$ cat src/sv/gtuc_pkg.sv
// Shared widths, constants, types and the month-length table of the GPS time to UTC
// calendar converter. No dependencies; every other file of the block imports this package.
`default_nettype none

package gtuc_pkg;

	// Field widths of the ports.
	localparam int WeekW  = 16;
	localparam int TowW   = 20;
	localparam int OffW   = 8;
	localparam int YearW  = 12;
	localparam int MonthW = 4;
	localparam int DayW   = 5;
	localparam int HourW  = 5;
	localparam int MinW   = 6;
	localparam int SecW   = 6;

	// Internal widths.
	localparam int SumW  = 21;  // time of week plus one day minus offset
	localparam int Wk7W  = 19;  // week number times seven
	localparam int DcntW = 4;   // whole days in the shifted week time, 0 to 8
	localparam int SodW  = 17;  // second of day
	localparam int RemW  = 12;  // second of hour
	localparam int BW    = 22;  // shifted Julian day number
	localparam int NW    = 29;  // scaled day count fed to the century division
	localparam int QW    = 14;  // first estimate of the quotient
	localparam int CW    = 13;  // corrected quotient
	localparam int XW    = 10;  // day within the March-based year
	localparam int EW    = 5;   // month index of the Julian-date method

	// Time constants.
	localparam logic [TowW-1:0] TowMax      = TowW'(604800);
	localparam logic [SumW-1:0] SecsPerDay  = SumW'(86400);
	localparam int              DayMax      = 8;
	localparam logic [SodW-1:0] SecsPerHour = SodW'(3600);
	localparam logic [RemW-1:0] SecsPerMin  = RemW'(60);

	// Julian day number of the day before the epoch plus the method's offset of 1537.
	localparam logic [BW-1:0] BBase = BW'(2444244 + 1537);

	// Century step: floor((100*b - 12210) / 36525) by reciprocal and one correction.
	localparam logic [NW-1:0]   NScale    = NW'(100);
	localparam logic [NW-1:0]   NBias     = NW'(12210);
	localparam logic [NW:0]     CDiv      = (NW+1)'(36525);
	localparam int              RecipK    = 44;
	localparam longint unsigned RecipFull = (64'd1 << RecipK) / 64'd36525;
	localparam logic [NW-1:0]   RecipC    = NW'(RecipFull);

	// Days of whole four-year cycles: floor(1461 * c / 4).
	localparam logic [23:0] DaysPerCycle = 24'd1461;

	// Time of day by reciprocal multiplication, exact over the full range.
	localparam int              HourK       = 28;
	localparam longint unsigned HourMulFull = ((64'd1 << HourK) + 64'd3599) / 64'd3600;
	localparam logic [SodW-1:0] HourMul     = SodW'(HourMulFull);
	localparam int              MinK        = 20;
	localparam longint unsigned MinMulFull  = ((64'd1 << MinK) + 64'd59) / 64'd60;
	localparam logic [14:0]     MinMul      = 15'(MinMulFull);

	// Calendar constants.
	localparam int              MonthIdxMax = 16;
	localparam logic [EW-1:0]   EWrap       = EW'(14);
	localparam logic [CW-1:0]   YearBias    = CW'(4715);
	localparam logic [MonthW-1:0] MonthFeb  = MonthW'(2);

	// Pipeline control that travels with each item.
	typedef struct packed {
		logic valid;
		logic inv;
	} gtuc_ctl_t;

	// floor(30.6001 * e): days before month index e in the March-based year.
	function automatic logic [XW-1:0] month_days(input logic [EW-1:0] e);
		logic [XW-1:0] r;
		unique case (e)
			5'd0:    r = 10'd0;
			5'd1:    r = 10'd30;
			5'd2:    r = 10'd61;
			5'd3:    r = 10'd91;
			5'd4:    r = 10'd122;
			5'd5:    r = 10'd153;
			5'd6:    r = 10'd183;
			5'd7:    r = 10'd214;
			5'd8:    r = 10'd244;
			5'd9:    r = 10'd275;
			5'd10:   r = 10'd306;
			5'd11:   r = 10'd336;
			5'd12:   r = 10'd367;
			5'd13:   r = 10'd397;
			5'd14:   r = 10'd428;
			5'd15:   r = 10'd459;
			5'd16:   r = 10'd489;
			default: r = 10'd0;
		endcase
		return r;
	endfunction

endpackage

`default_nettype wire

$ cat src/sv/gtuc_in_if.sv
// Input channel of the converter: GPS week and time of week with valid/ready.
// Depends on gtuc_pkg for the field widths.
`default_nettype none

interface gtuc_in_if import gtuc_pkg::*; ();
	logic                valid;
	logic                ready;
	logic [WeekW-1:0]    week_num;
	logic [TowW-1:0]     time_of_week;

	modport source (output valid, week_num, time_of_week, input ready);
	modport sink   (input valid, week_num, time_of_week, output ready);
endinterface

`default_nettype wire

$ cat src/sv/gtuc_out_if.sv
// Result channel of the converter: UTC calendar date and time with valid/ready.
// Depends on gtuc_pkg for the field widths.
`default_nettype none

interface gtuc_out_if import gtuc_pkg::*; ();
	logic               valid;
	logic               ready;
	logic               valid_res;
	logic [YearW-1:0]   year;
	logic [MonthW-1:0]  month;
	logic [DayW-1:0]    day;
	logic [HourW-1:0]   hour;
	logic [MinW-1:0]    minute;
	logic [SecW-1:0]    second;

	modport source (output valid, valid_res, year, month, day, hour, minute, second,
		input ready);
	modport sink   (input valid, valid_res, year, month, day, hour, minute, second,
		output ready);
endinterface

`default_nettype wire

$ cat src/sv/gtuc_cfg_if.sv
// Configuration write channel of the converter: the leap-second offset with valid/ready.
// Depends on gtuc_pkg for the register width.
`default_nettype none

interface gtuc_cfg_if import gtuc_pkg::*; ();
	logic              valid;
	logic              ready;
	logic [OffW-1:0]   data;

	modport source (output valid, data, input ready);
	modport sink   (input valid, data, output ready);
endinterface

`default_nettype wire

$ cat src/sv/gtuc_split.sv
// Stages 1 and 2: removes the leap-second offset and splits the time into a shifted
// Julian day number and the second of day. Depends on gtuc_pkg.
`default_nettype none

module gtuc_split import gtuc_pkg::*; (
	input  wire logic              clk,
	input  wire logic              en,
	input  wire logic [WeekW-1:0]  week_num,
	input  wire logic [TowW-1:0]   time_of_week,
	input  wire logic [OffW-1:0]   offset,
	output logic      [BW-1:0]     b_s2,
	output logic      [SodW-1:0]   sod_s2
);

	logic [SumW-1:0]  s_s1;
	logic [Wk7W-1:0]  wk7_s1;
	logic [DcntW-1:0] qd;

	// Stage 1: time counted from one day before the week start, and week in days.
	always_ff @(posedge clk) begin
		if (en) begin
			s_s1   <= SumW'(time_of_week) + SecsPerDay - SumW'(offset);
			wk7_s1 <= Wk7W'(week_num) * Wk7W'(7);
		end
	end

	// Whole days in the shifted time, by parallel threshold compares.
	always_comb begin
		qd = '0;
		for (int k = 1; k <= DayMax; k++) begin
			if (s_s1 >= SumW'(k) * SecsPerDay) begin
				qd = qd + 1'b1;
			end
		end
	end

	// Stage 2: day number with the method's offset and the second of day.
	always_ff @(posedge clk) begin
		if (en) begin
			b_s2   <= BBase + BW'(wk7_s1) + BW'(qd);
			sod_s2 <= SodW'(s_s1 - SumW'(qd) * SecsPerDay);
		end
	end

endmodule

`default_nettype wire

$ cat src/sv/gtuc_tod.sv
// Stages 3 to 8 of the time of day: hour, minute and second from the second of day
// by reciprocal multiplication. Depends on gtuc_pkg.
`default_nettype none

module gtuc_tod import gtuc_pkg::*; (
	input  wire logic             clk,
	input  wire logic             en,
	input  wire logic [SodW-1:0]  sod_s2,
	output logic      [HourW-1:0] hour_s8,
	output logic      [MinW-1:0]  minute_s8,
	output logic      [SecW-1:0]  second_s8
);

	logic [2*SodW-1:0] hprod;
	logic [RemW+14:0]  mprod;
	logic [SodW-1:0]   sod_s3;
	logic [HourW-1:0]  hour_s3, hour_s4, hour_s5, hour_s6, hour_s7;
	logic [RemW-1:0]   rem_s4, rem_s5;
	logic [MinW-1:0]   minute_s5, minute_s6, minute_s7;
	logic [SecW-1:0]   second_s6, second_s7;

	assign hprod = (2*SodW)'(sod_s2) * (2*SodW)'(HourMul);
	assign mprod = (RemW+15)'(rem_s4) * (RemW+15)'(MinMul);

	// Stage 3: hour estimate, exact for every second of day.
	always_ff @(posedge clk) begin
		if (en) begin
			sod_s3  <= sod_s2;
			hour_s3 <= hprod[HourK +: HourW];
		end
	end

	// Stage 4: second of hour.
	always_ff @(posedge clk) begin
		if (en) begin
			hour_s4 <= hour_s3;
			rem_s4  <= RemW'(sod_s3 - SodW'(hour_s3) * SecsPerHour);
		end
	end

	// Stage 5: minute of hour.
	always_ff @(posedge clk) begin
		if (en) begin
			hour_s5   <= hour_s4;
			rem_s5    <= rem_s4;
			minute_s5 <= mprod[MinK +: MinW];
		end
	end

	// Stage 6: second of minute.
	always_ff @(posedge clk) begin
		if (en) begin
			hour_s6   <= hour_s5;
			minute_s6 <= minute_s5;
			second_s6 <= SecW'(rem_s5 - RemW'(minute_s5) * SecsPerMin);
		end
	end

	// Stages 7 and 8: delay to line up with the calendar date.
	always_ff @(posedge clk) begin
		if (en) begin
			hour_s7   <= hour_s6;
			minute_s7 <= minute_s6;
			second_s7 <= second_s6;
			hour_s8   <= hour_s7;
			minute_s8 <= minute_s7;
			second_s8 <= second_s7;
		end
	end

endmodule

`default_nettype wire

$ cat src/sv/gtuc_date.sv
// Stages 3 to 8 of the calendar date: Julian day number to year, month and day.
// The century division uses a reciprocal multiply and one correction. Depends on gtuc_pkg.
`default_nettype none

module gtuc_date import gtuc_pkg::*; (
	input  wire logic               clk,
	input  wire logic               en,
	input  wire logic [BW-1:0]      b_s2,
	output logic      [YearW-1:0]   year_s8,
	output logic      [MonthW-1:0]  month_s8,
	output logic      [DayW-1:0]    day_s8
);

	logic [NW-1:0]   n_s3, n_s4;
	logic [BW-1:0]   b_s3, b_s4, b_s5;
	logic [QW-1:0]   q0_s4;
	logic [CW-1:0]   c_s5, c_s6, c_s7;
	logic [XW-1:0]   x_s6, x_s7;
	logic [EW-1:0]   e_s7;
	logic [2*NW-1:0] qprod;
	logic [NW:0]     qback;
	logic [NW:0]     rem;
	logic [23:0]     cyc_days;
	logic [BW-1:0]   d;
	logic [EW-1:0]   e;
	logic [MonthW-1:0] month;

	// Stage 3: scaled day count.
	always_ff @(posedge clk) begin
		if (en) begin
			b_s3 <= b_s2;
			n_s3 <= NW'(b_s2) * NScale - NBias;
		end
	end

	// Stage 4: quotient estimate, low by at most one.
	assign qprod = (2*NW)'(n_s3) * (2*NW)'(RecipC);

	always_ff @(posedge clk) begin
		if (en) begin
			b_s4  <= b_s3;
			n_s4  <= n_s3;
			q0_s4 <= qprod[RecipK +: QW];
		end
	end

	// Stage 5: correct the estimate from its remainder.
	assign qback = (NW+1)'(q0_s4) * CDiv;
	assign rem   = (NW+1)'(n_s4) - qback;

	always_ff @(posedge clk) begin
		if (en) begin
			b_s5 <= b_s4;
			c_s5 <= CW'(q0_s4) + CW'(rem >= CDiv);
		end
	end

	// Stage 6: days left after the whole four-year cycles.
	assign cyc_days = 24'(c_s5) * DaysPerCycle;
	assign d        = BW'(cyc_days >> 2);

	always_ff @(posedge clk) begin
		if (en) begin
			c_s6 <= c_s5;
			x_s6 <= XW'(b_s5 - d);
		end
	end

	// Stage 7: month index from parallel compares against the month table.
	always_comb begin
		e = '0;
		for (int k = 1; k <= MonthIdxMax; k++) begin
			if (x_s6 > month_days(EW'(k))) begin
				e = e + 1'b1;
			end
		end
	end

	always_ff @(posedge clk) begin
		if (en) begin
			c_s7 <= c_s6;
			x_s7 <= x_s6;
			e_s7 <= e;
		end
	end

	// Stage 8: day, month and year.
	assign month = (e_s7 < EWrap) ? MonthW'(e_s7 - EW'(1)) : MonthW'(e_s7 - EW'(13));

	always_ff @(posedge clk) begin
		if (en) begin
			day_s8   <= DayW'(x_s7 - month_days(e_s7));
			month_s8 <= month;
			year_s8  <= YearW'(c_s7 - YearBias - CW'(month > MonthFeb));
		end
	end

endmodule

`default_nettype wire

$ cat src/sv/gps_time_to_utc_calendar_unit.sv
// GPS week and time of week to UTC calendar date and time. An eight-stage pipeline takes
// one transaction per clock; the throughput of one per cycle holds as long as the result
// side takes one per cycle, and a stall freezes every stage at once. The depth is set by
// the century division (multiply, correct) and the time-of-day chain of two reciprocal
// multiplies. A time of week above 604800 returns valid_res low with all other fields
// zero. The leap-second offset resets to zero; the user must write it through cfg only
// while no transaction is in flight, and the block does not enforce this.
`default_nettype none

module gps_time_to_utc_calendar_unit import gtuc_pkg::*; (
	input  wire logic      clk,
	input  wire logic      arst_n,
	gtuc_cfg_if.sink       cfg,
	gtuc_in_if.sink        gps,
	gtuc_out_if.source     utc
);

	logic [OffW-1:0]   offset_q;
	logic              en;
	gtuc_ctl_t         ctl_s1, ctl_s2, ctl_s3, ctl_s4, ctl_s5, ctl_s6, ctl_s7, ctl_s8;
	logic [BW-1:0]     b_s2;
	logic [SodW-1:0]   sod_s2;
	logic [YearW-1:0]  year_s8;
	logic [MonthW-1:0] month_s8;
	logic [DayW-1:0]   day_s8;
	logic [HourW-1:0]  hour_s8;
	logic [MinW-1:0]   minute_s8;
	logic [SecW-1:0]   second_s8;

	// Leap-second offset register.
	assign cfg.ready = 1'b1;

	always_ff @(posedge clk or negedge arst_n) begin
		if (!arst_n) begin
			offset_q <= '0;
		end else if (cfg.valid) begin
			offset_q <= cfg.data;
		end
	end

	// The whole pipeline moves when the output register is empty or being taken.
	assign en        = !ctl_s8.valid || utc.ready;
	assign gps.ready = en;

	// Control pipeline: valid and out-of-range flag travel with each transaction.
	always_ff @(posedge clk or negedge arst_n) begin
		if (!arst_n) begin
			ctl_s1 <= '0;
			ctl_s2 <= '0;
			ctl_s3 <= '0;
			ctl_s4 <= '0;
			ctl_s5 <= '0;
			ctl_s6 <= '0;
			ctl_s7 <= '0;
			ctl_s8 <= '0;
		end else if (en) begin
			ctl_s1.valid <= gps.valid;
			ctl_s1.inv   <= gps.time_of_week > TowMax;
			ctl_s2       <= ctl_s1;
			ctl_s3       <= ctl_s2;
			ctl_s4       <= ctl_s3;
			ctl_s5       <= ctl_s4;
			ctl_s6       <= ctl_s5;
			ctl_s7       <= ctl_s6;
			ctl_s8       <= ctl_s7;
		end
	end

	gtuc_split u_split (
		.clk          (clk),
		.en           (en),
		.week_num     (gps.week_num),
		.time_of_week (gps.time_of_week),
		.offset       (offset_q),
		.b_s2         (b_s2),
		.sod_s2       (sod_s2)
	);

	gtuc_tod u_tod (
		.clk       (clk),
		.en        (en),
		.sod_s2    (sod_s2),
		.hour_s8   (hour_s8),
		.minute_s8 (minute_s8),
		.second_s8 (second_s8)
	);

	gtuc_date u_date (
		.clk      (clk),
		.en       (en),
		.b_s2     (b_s2),
		.year_s8  (year_s8),
		.month_s8 (month_s8),
		.day_s8   (day_s8)
	);

	// Result: an out-of-range time of week reports zero fields.
	assign utc.valid     = ctl_s8.valid;
	assign utc.valid_res = !ctl_s8.inv;
	assign utc.year      = ctl_s8.inv ? '0 : year_s8;
	assign utc.month     = ctl_s8.inv ? '0 : month_s8;
	assign utc.day       = ctl_s8.inv ? '0 : day_s8;
	assign utc.hour      = ctl_s8.inv ? '0 : hour_s8;
	assign utc.minute    = ctl_s8.inv ? '0 : minute_s8;
	assign utc.second    = ctl_s8.inv ? '0 : second_s8;

`ifndef NO_ASSERTIONS
	// An accepted transaction enters the first stage.
	a_accept_enters: assert property (@(posedge clk) disable iff (!arst_n)
		(gps.valid && gps.ready) |=> ctl_s1.valid)
		else $error("accepted transaction did not enter stage 1");

	// A rejected time of week gives only zero fields.
	a_invalid_zero: assert property (@(posedge clk) disable iff (!arst_n)
		(utc.valid && !utc.valid_res) |-> (utc.year == '0 && utc.month == '0 &&
		utc.day == '0 && utc.hour == '0 && utc.minute == '0 && utc.second == '0))
		else $error("invalid result with nonzero fields");

	// A converted date lies on the calendar after the epoch year began.
	a_date_range: assert property (@(posedge clk) disable iff (!arst_n)
		(utc.valid && utc.valid_res) |-> (utc.month >= MonthW'(1) &&
		utc.month <= MonthW'(12) && utc.day >= DayW'(1) && utc.day <= DayW'(31) &&
		utc.year >= YearW'(1980)))
		else $error("calendar date out of range");

	// The time of day stays within a day.
	a_time_range: assert property (@(posedge clk) disable iff (!arst_n)
		(utc.valid && utc.valid_res) |-> (utc.hour <= HourW'(23) &&
		utc.minute <= MinW'(59) && utc.second <= SecW'(59)))
		else $error("time of day out of range");
`endif

endmodule

`default_nettype wire
$ cat src/flat_wrapper.sv
// flat-port wrapper written by rule: the top's interface ports become plain ports
module gps_time_to_utc_calendar_unit_flat import gtuc_pkg::*;
  (clk, arst_n, cfg_valid, cfg_data, cfg_ready, gps_valid, gps_week_num, gps_time_of_week, gps_ready, utc_valid, utc_valid_res, utc_year, utc_month, utc_day, utc_hour, utc_minute, utc_second, utc_ready);
  gtuc_cfg_if cfg_i ();
  gtuc_in_if gps_i ();
  gtuc_out_if utc_i ();
  input  wire logic clk;
  input  wire logic arst_n;
  input wire logic [$bits(cfg_i.valid)-1:0] cfg_valid;
  input wire logic [$bits(cfg_i.data)-1:0] cfg_data;
  output wire logic [$bits(cfg_i.ready)-1:0] cfg_ready;
  input wire logic [$bits(gps_i.valid)-1:0] gps_valid;
  input wire logic [$bits(gps_i.week_num)-1:0] gps_week_num;
  input wire logic [$bits(gps_i.time_of_week)-1:0] gps_time_of_week;
  output wire logic [$bits(gps_i.ready)-1:0] gps_ready;
  output wire logic [$bits(utc_i.valid)-1:0] utc_valid;
  output wire logic [$bits(utc_i.valid_res)-1:0] utc_valid_res;
  output wire logic [$bits(utc_i.year)-1:0] utc_year;
  output wire logic [$bits(utc_i.month)-1:0] utc_month;
  output wire logic [$bits(utc_i.day)-1:0] utc_day;
  output wire logic [$bits(utc_i.hour)-1:0] utc_hour;
  output wire logic [$bits(utc_i.minute)-1:0] utc_minute;
  output wire logic [$bits(utc_i.second)-1:0] utc_second;
  input wire logic [$bits(utc_i.ready)-1:0] utc_ready;
  assign cfg_i.valid = cfg_valid;
  assign cfg_i.data = cfg_data;
  assign cfg_ready = cfg_i.ready;
  assign gps_i.valid = gps_valid;
  assign gps_i.week_num = gps_week_num;
  assign gps_i.time_of_week = gps_time_of_week;
  assign gps_ready = gps_i.ready;
  assign utc_valid = utc_i.valid;
  assign utc_valid_res = utc_i.valid_res;
  assign utc_year = utc_i.year;
  assign utc_month = utc_i.month;
  assign utc_day = utc_i.day;
  assign utc_hour = utc_i.hour;
  assign utc_minute = utc_i.minute;
  assign utc_second = utc_i.second;
  assign utc_i.ready = utc_ready;
  gps_time_to_utc_calendar_unit u_core (.clk(clk), .arst_n(arst_n), .cfg(cfg_i), .gps(gps_i), .utc(utc_i));
endmodule
$ cat config.mk
export PLATFORM = sky130hd
export DESIGN_NAME = gps_time_to_utc_calendar_unit_flat
export DESIGN_NICKNAME = d
export VERILOG_FILES = /design/src/sv/gtuc_pkg.sv /design/src/sv/gtuc_in_if.sv /design/src/sv/gtuc_out_if.sv /design/src/sv/gtuc_cfg_if.sv /design/src/sv/gtuc_split.sv /design/src/sv/gtuc_tod.sv /design/src/sv/gtuc_date.sv /design/src/sv/gps_time_to_utc_calendar_unit.sv /design/src/flat_wrapper.sv
export SDC_FILE = /design/constraint.sdc
export NUM_CORES = 2
export LEC_CHECK = 0
export ABC_AREA = 1
export BUFFER_PORTS_ARGS = -buffer_cell sky130_fd_sc_hd__buf_2
export CORE_MARGIN = 5
export CORE_UTILIZATION = 60
export DETAILED_ROUTE_END_ITERATION = 10
export HOLD_SLACK_MARGIN = 0.03
export PLACE_DENSITY = 0.82
export SLEW_MARGIN = 40
export SYNTH_ARGS = -nofsm -noshare
export SYNTH_HDL_FRONTEND = slang
export SYNTH_SLANG_ARGS = --single-unit
$ cat constraint.sdc
create_clock -name clk -period 16.4 [get_ports clk]
set_input_delay 1.64 -clock clk [delete_from_list [all_inputs] [get_ports clk]]
set_output_delay 1.64 -clock clk [all_outputs]
set_load 0.01 [all_outputs]
# Yosys cells after proc, flatten, opt, wreduce, memory -nomap -nowiden
# Memory sizes are Yosys's and may differ from the RTL's. A register that Yosys moved wholly into a read port is not among the register bits.
# Cells that the tools add are included.
dict set report classes {
  n_lt_le_gt_ge 28
  addsub 38
  mux 33
  mul 10
  reduce_logical 3
}
# op count
set ops {}
lappend ops {{$mux W5} 19}
lappend ops {{$gt A10 B9 Y1 const B} 8}
lappend ops {{$add A5 B1 Y5 const B} 15}
lappend ops {{$ge A21 B19 Y1 const B} 3}
lappend ops {{$mul A29 B27 Y56 const B} 1}
lappend ops {{$ge A21 B18 Y1 const B} 2}
lappend ops {{$ge A21 B20 Y1 const B} 2}
lappend ops {{$gt A10 B8 Y1 const B} 4}
lappend ops {{$mux W4} 9}
lappend ops {{$mul A17 B16 Y32 const B} 1}
lappend ops {{$ge A30 B16 Y1 const B} 1}
lappend ops {{$mul A14 B16 Y30 const B} 1}
lappend ops {{$sub A29 B30 Y30} 1}
lappend ops {{$sub A29 B14 Y29 const B} 1}
lappend ops {{$add A4 B1 Y4 const B} 7}
lappend ops {{$mul A22 B5 Y27 const B} 1}
lappend ops {{$mul A12 B15 Y26 const B} 1}
lappend ops {{$add A22 B19 Y22 const A} 1}
lappend ops {{$add A22 B4 Y22} 1}
lappend ops {{$add A20 B17 Y21 const B} 1}
lappend ops {{$ge A21 B17 Y1 const B} 1}
lappend ops {{$sub A21 B8 Y21} 1}
lappend ops {{$gt A10 B7 Y1 const B} 2}
lappend ops {{$gt A20 B20 Y1 const B} 1}
lappend ops {{other kinds (24)} 27}
dict set report word_totals {
  n_memories 1
  output_inout_bits 42
  reg_bits 385
  wordCells 165
  mem_bits_ro 288
}
# name words width rd rd_clocked_by_memory_dff wr line
set mem_list {}
lappend mem_list {{(name not given)} 32 9 1 1 0 gtuc_pkg.sv:75} ;# unique case (e)

# Depth between registers and ports, before layout
dict set report logic_depth {
  word_depth 33
  ltp_mapped 65
  mapped_depth_nobuf 65
}

# Cells and area by module
# Synthesis repeated with hierarchy kept, for this count alone.
dict set report hier_totals {
  hier_cells 5440
  area_unflattened_um2 50324.5
}
# module instances area_each_um2 seq_area_each_um2 cells_each
set by_module_without_submodules {}
lappend by_module_without_submodules {gtuc_date 1 32135.8 5355.1 3446}
lappend by_module_without_submodules {gtuc_tod 1 10013.4 3062.9 1051}
lappend by_module_without_submodules {gtuc_split 1 6816.5 2312.2 745}
lappend by_module_without_submodules {gps_time_to_utc_calendar_unit 1 1358.8 600.6 198}

# Least setup slack after synthesis
# OpenSTA, ideal clock, no wires.
dict set report synth_timing {
  path_type {input port to output port}
  from {input utc_ready}
  to {output gps_ready}
  slack_ns 2.939
  t_arrival_ns 11.821
  stages 4
  n_path_buf 2
  path_cell_list {nor2_1 > inv_1 > buf_6 > clkbuf_1}
}
dict set report synth_via {
  elab_chain_cells 1
}
# element line
set synth_lines {}
lappend synth_lines {{start: declaration} flat_wrapper.sv:24} ;# input wire logic [$bits(utc_i.ready)-1:0] utc_ready;
lappend synth_lines {{$logic_or A1 B1 Y1} gps_time_to_utc_calendar_unit.sv:42} ;# assign en = !ctl_s8.valid || utc.ready;
lappend synth_lines {{end: declaration} flat_wrapper.sv:15} ;# output wire logic [$bits(gps_i.ready)-1:0] gps_ready;
# No other way between the ends.

==> flow_metrics.env <==
export IMPL_clockBufferDepth=3
export IMPL_synth_top_cell_area_share_pct=23.6
export IMPL_drtIter0Drc=1610
export IMPL_arrival_ps=11360
export IMPL_ctsResizeCount=0
export IMPL_cts_root_buf="clkbuf_16"
export IMPL_core_area_um2=79000
export IMPL_vias=32000
export IMPL_antenna_cells=0
export IMPL_grt_pass1_wl_um=167000
export IMPL_dpl_cell_area_um2=49600
export IMPL_seq_area_frac_synth_pct=23.7
export IMPL_port_buffers=89
export IMPL_path_clk_slew_ps=60
export IMPL_synth_distinct_cells=59
export IMPL_yosysTopAreaCell="fa_1"
export IMPL_vias_per_cell=5.29
export IMPL_report_final_slew_viol_count=0
export IMPL_area_growth_pct=7.08
export IMPL_dp_hpwl_um=83400
export IMPL_grt_usage_pct=24.0
export IMPL_finalCritPeriodShare_pct=66.4
export IMPL_cts_buffers=45
export IMPL_std_cell_rows=103
export IMPL_synth_common_cells="inv_1 (1,342), ha_1 (898), fa_1 (564), nand2_1 (421), edfxtp_1 (354)"
export IMPL_crit_top_cell="nand2_1"
export IMPL_cts_sinks=383
export IMPL_ctsHoldBuffers=0
export IMPL_synth_area_um2=47900
export IMPL_grt_max_degree=177
export IMPL_ant_nets=0
export IMPL_worstSetupEndpointType="flop"
export IMPL_crit_slowest_cell="edfxtp_1"
export IMPL_die_w_um=292
export IMPL_yosys_warnings=0
export IMPL_drive_above_1_share_pct=6.03
export IMPL_outcome="finished, final reports clean"
export IMPL_fin_crit_ps=10890
export IMPL_dr_pass1_iters=7
export IMPL_synthArstFlopShare_pct=6.27
export IMPL_wl_per_cell_um=16.7
export IMPL_ys_ff_latch=383
export IMPL_fp_dieH_um=292
export IMPL_cp_required_ps=16860
export IMPL_syn_inst=4822
export IMPL_post_cts_buffers=0
export IMPL_hold_path_class="reg -> reg"
export IMPL_grt_overflow=0
export IMPL_syn_area_per_cell_um2=9.93
export IMPL_critPathMaxStageDelay_ps=550
export IMPL_routed_wl_um=101000
export IMPL_crit_path_start_kind="flop"
export IMPL_setup_tns_ps=0
export IMPL_fin_area_um2=51300
export IMPL_worst_pin_slew_ps=932
export IMPL_relSlewSlack_pct=37.8
export IMPL_max_cap_violations=0
export IMPL_cts_tree="done"
export IMPL_place_congestion=0.971
export IMPL_synth_edff_count=354
export IMPL_syn_num_nets=6333
export IMPL_clock_latency_ps=590
export IMPL_hold_viol=0
export IMPL_start_util_pct=60.6
export IMPL_io_pins=91
export IMPL_antenna_found_initial=0
export IMPL_clock_skew_ps=25.5
export IMPL_cts_max_level=2
export IMPL_criticalPathCategory="reg -> reg"
export IMPL_nNetsFinal=6469
export IMPL_yosysMostFrequentCell="inv_1"
export IMPL_ys_flop_type="edfxtp_1"
export IMPL_path_max_fanout=9
export IMPL_rsz0062_at_grt="false"
export IMPL_grt_pass1_vias=34200
export IMPL_max_freq_mhz=91.8
export IMPL_synth_area_top_cells="fa_1 (24%), ha_1 (23%), edfxtp_1 (22%)"
export IMPL_drc=0
export IMPL_die_area_um2=85500
export IMPL_setup_viol=0
-- layout by cell type (no fill, tap or decap), drive strengths merged, types with 13 or more instances in the layout --
cell / Yosys / layout
nor3: 25 / 25
xnor2: 79 / 79
inv: 1357 / 1361
nand4: 24 / 24
nand3: 142 / 142
buf: 4 / 100
o21bai: 16 / 16
dfrtp: 24 / 24
o21ai: 112 / 112
clkbuf: 7 / 56
clkinv: 2 / 13
fa: 564 / 564
nor2: 208 / 208
nand2: 479 / 479
edfxtp: 354 / 354
xor2: 164 / 164
or2: 24 / 24
ha: 898 / 898
o211ai: 13 / 13
a21oi: 216 / 216
-- flip-flops by register name, summed over array words and instances, names as in the netlist, 14 cells and up, named ones only --
register and count:
u_core.u_date.n_s3 27, u_core.u_date.n_s4 27, u_core.u_split.s_s1 21, u_core.u_split.b_s2 20
u_core.u_split.wk7_s1 19, u_core.u_split.sod_s2 17, u_core.u_date.q0_s4 14
-- layer usage --
| layer | track usage [%] | share of wire [%] | up-vias |
|---|---|---|---|
| li1 | - | - | 15500 |
| met1 | 31.1 | 42 | 15500 |
| met5 | 0 | 0 | - |
| met2 | 42.0 | 49 | 803 |
| met4 | 7.42 | 3.3 | 0 |
| met3 | 3.57 | 5.6 | 201 |
-- critical path, delay by kind of cell (launching register included) --
family / cells / cell delay [ps]
AOI/OAI and AO/OA: 5 / 830
adders and majority gates: 15 / 3960
and+or+nand+nor: 33 / 4920
DFF: 1 / 550
buffers and inverters: 7 / 540
-- final cells by class --
class | count | area (um2)
fill | 5922 | 27700
clock buffer | 56 | 1230
multi-input combinational | 3069 | 31400
tap | 1050 | 1310
sequential | 383 | 11300
timing repair buffer | 100 | 572
inverter | 1359 | 5110
clock inverter | 28 | 324
-- cell families after synthesis --
kind of cell | Yosys count | synth area share [%]
and+or+nand+nor | 929 | 8.85
adders and majority gates | 1462 | 47.1
xor gates and xnor gates | 243 | 4.45
AOI/OAI and AO/OA | 431 | 5.10
muxes | 3 | 0.0706
buffers and inverters | 1370 | 10.8
other | 1 | 0.00784
DFF | 383 | 23.7
-- final timing paths --
path / start / to / slack [ps] / depth (start not counted)
hold reg to reg: u_core.u_tod.second_s6[0] / u_core.u_tod.second_s7[0] / 410 / 0
setup reg to reg: u_core.u_date.x_s6[3] / flop / 5510 / 60
max in group asynchronous: arst_n / u_core.ctl_s8[0] / 14900 / 1
min in group asynchronous: arst_n / u_core.offset_q[7] / 1060 / 1
hold / removal: u_core.u_tod.second_s6[0] / u_core.u_tod.second_s7[0] / 410 / 0
setup / recovery: u_core.u_date.x_s6[3] / flop / 5510 / 60
-- stage by stage --
stage | util, % | setup WS, ps | hold slack (ps) | cells
floorplan | - | 2940 | 400 | 4822
global placement | 62.8 | 5600 | 401 | 5958
detailed placement | 62.8 | 5470 | 405 | 5958
CTS | 64.8 | 5450 | 414 | 6042
global route | 64.9 | 4670 | 425 | 6045
finish | 64.9 | 5510 | 413 | 6045
Power is not shown: default switching activity piles up to over one toggle a cycle in this logic, so the estimate is an artifact.
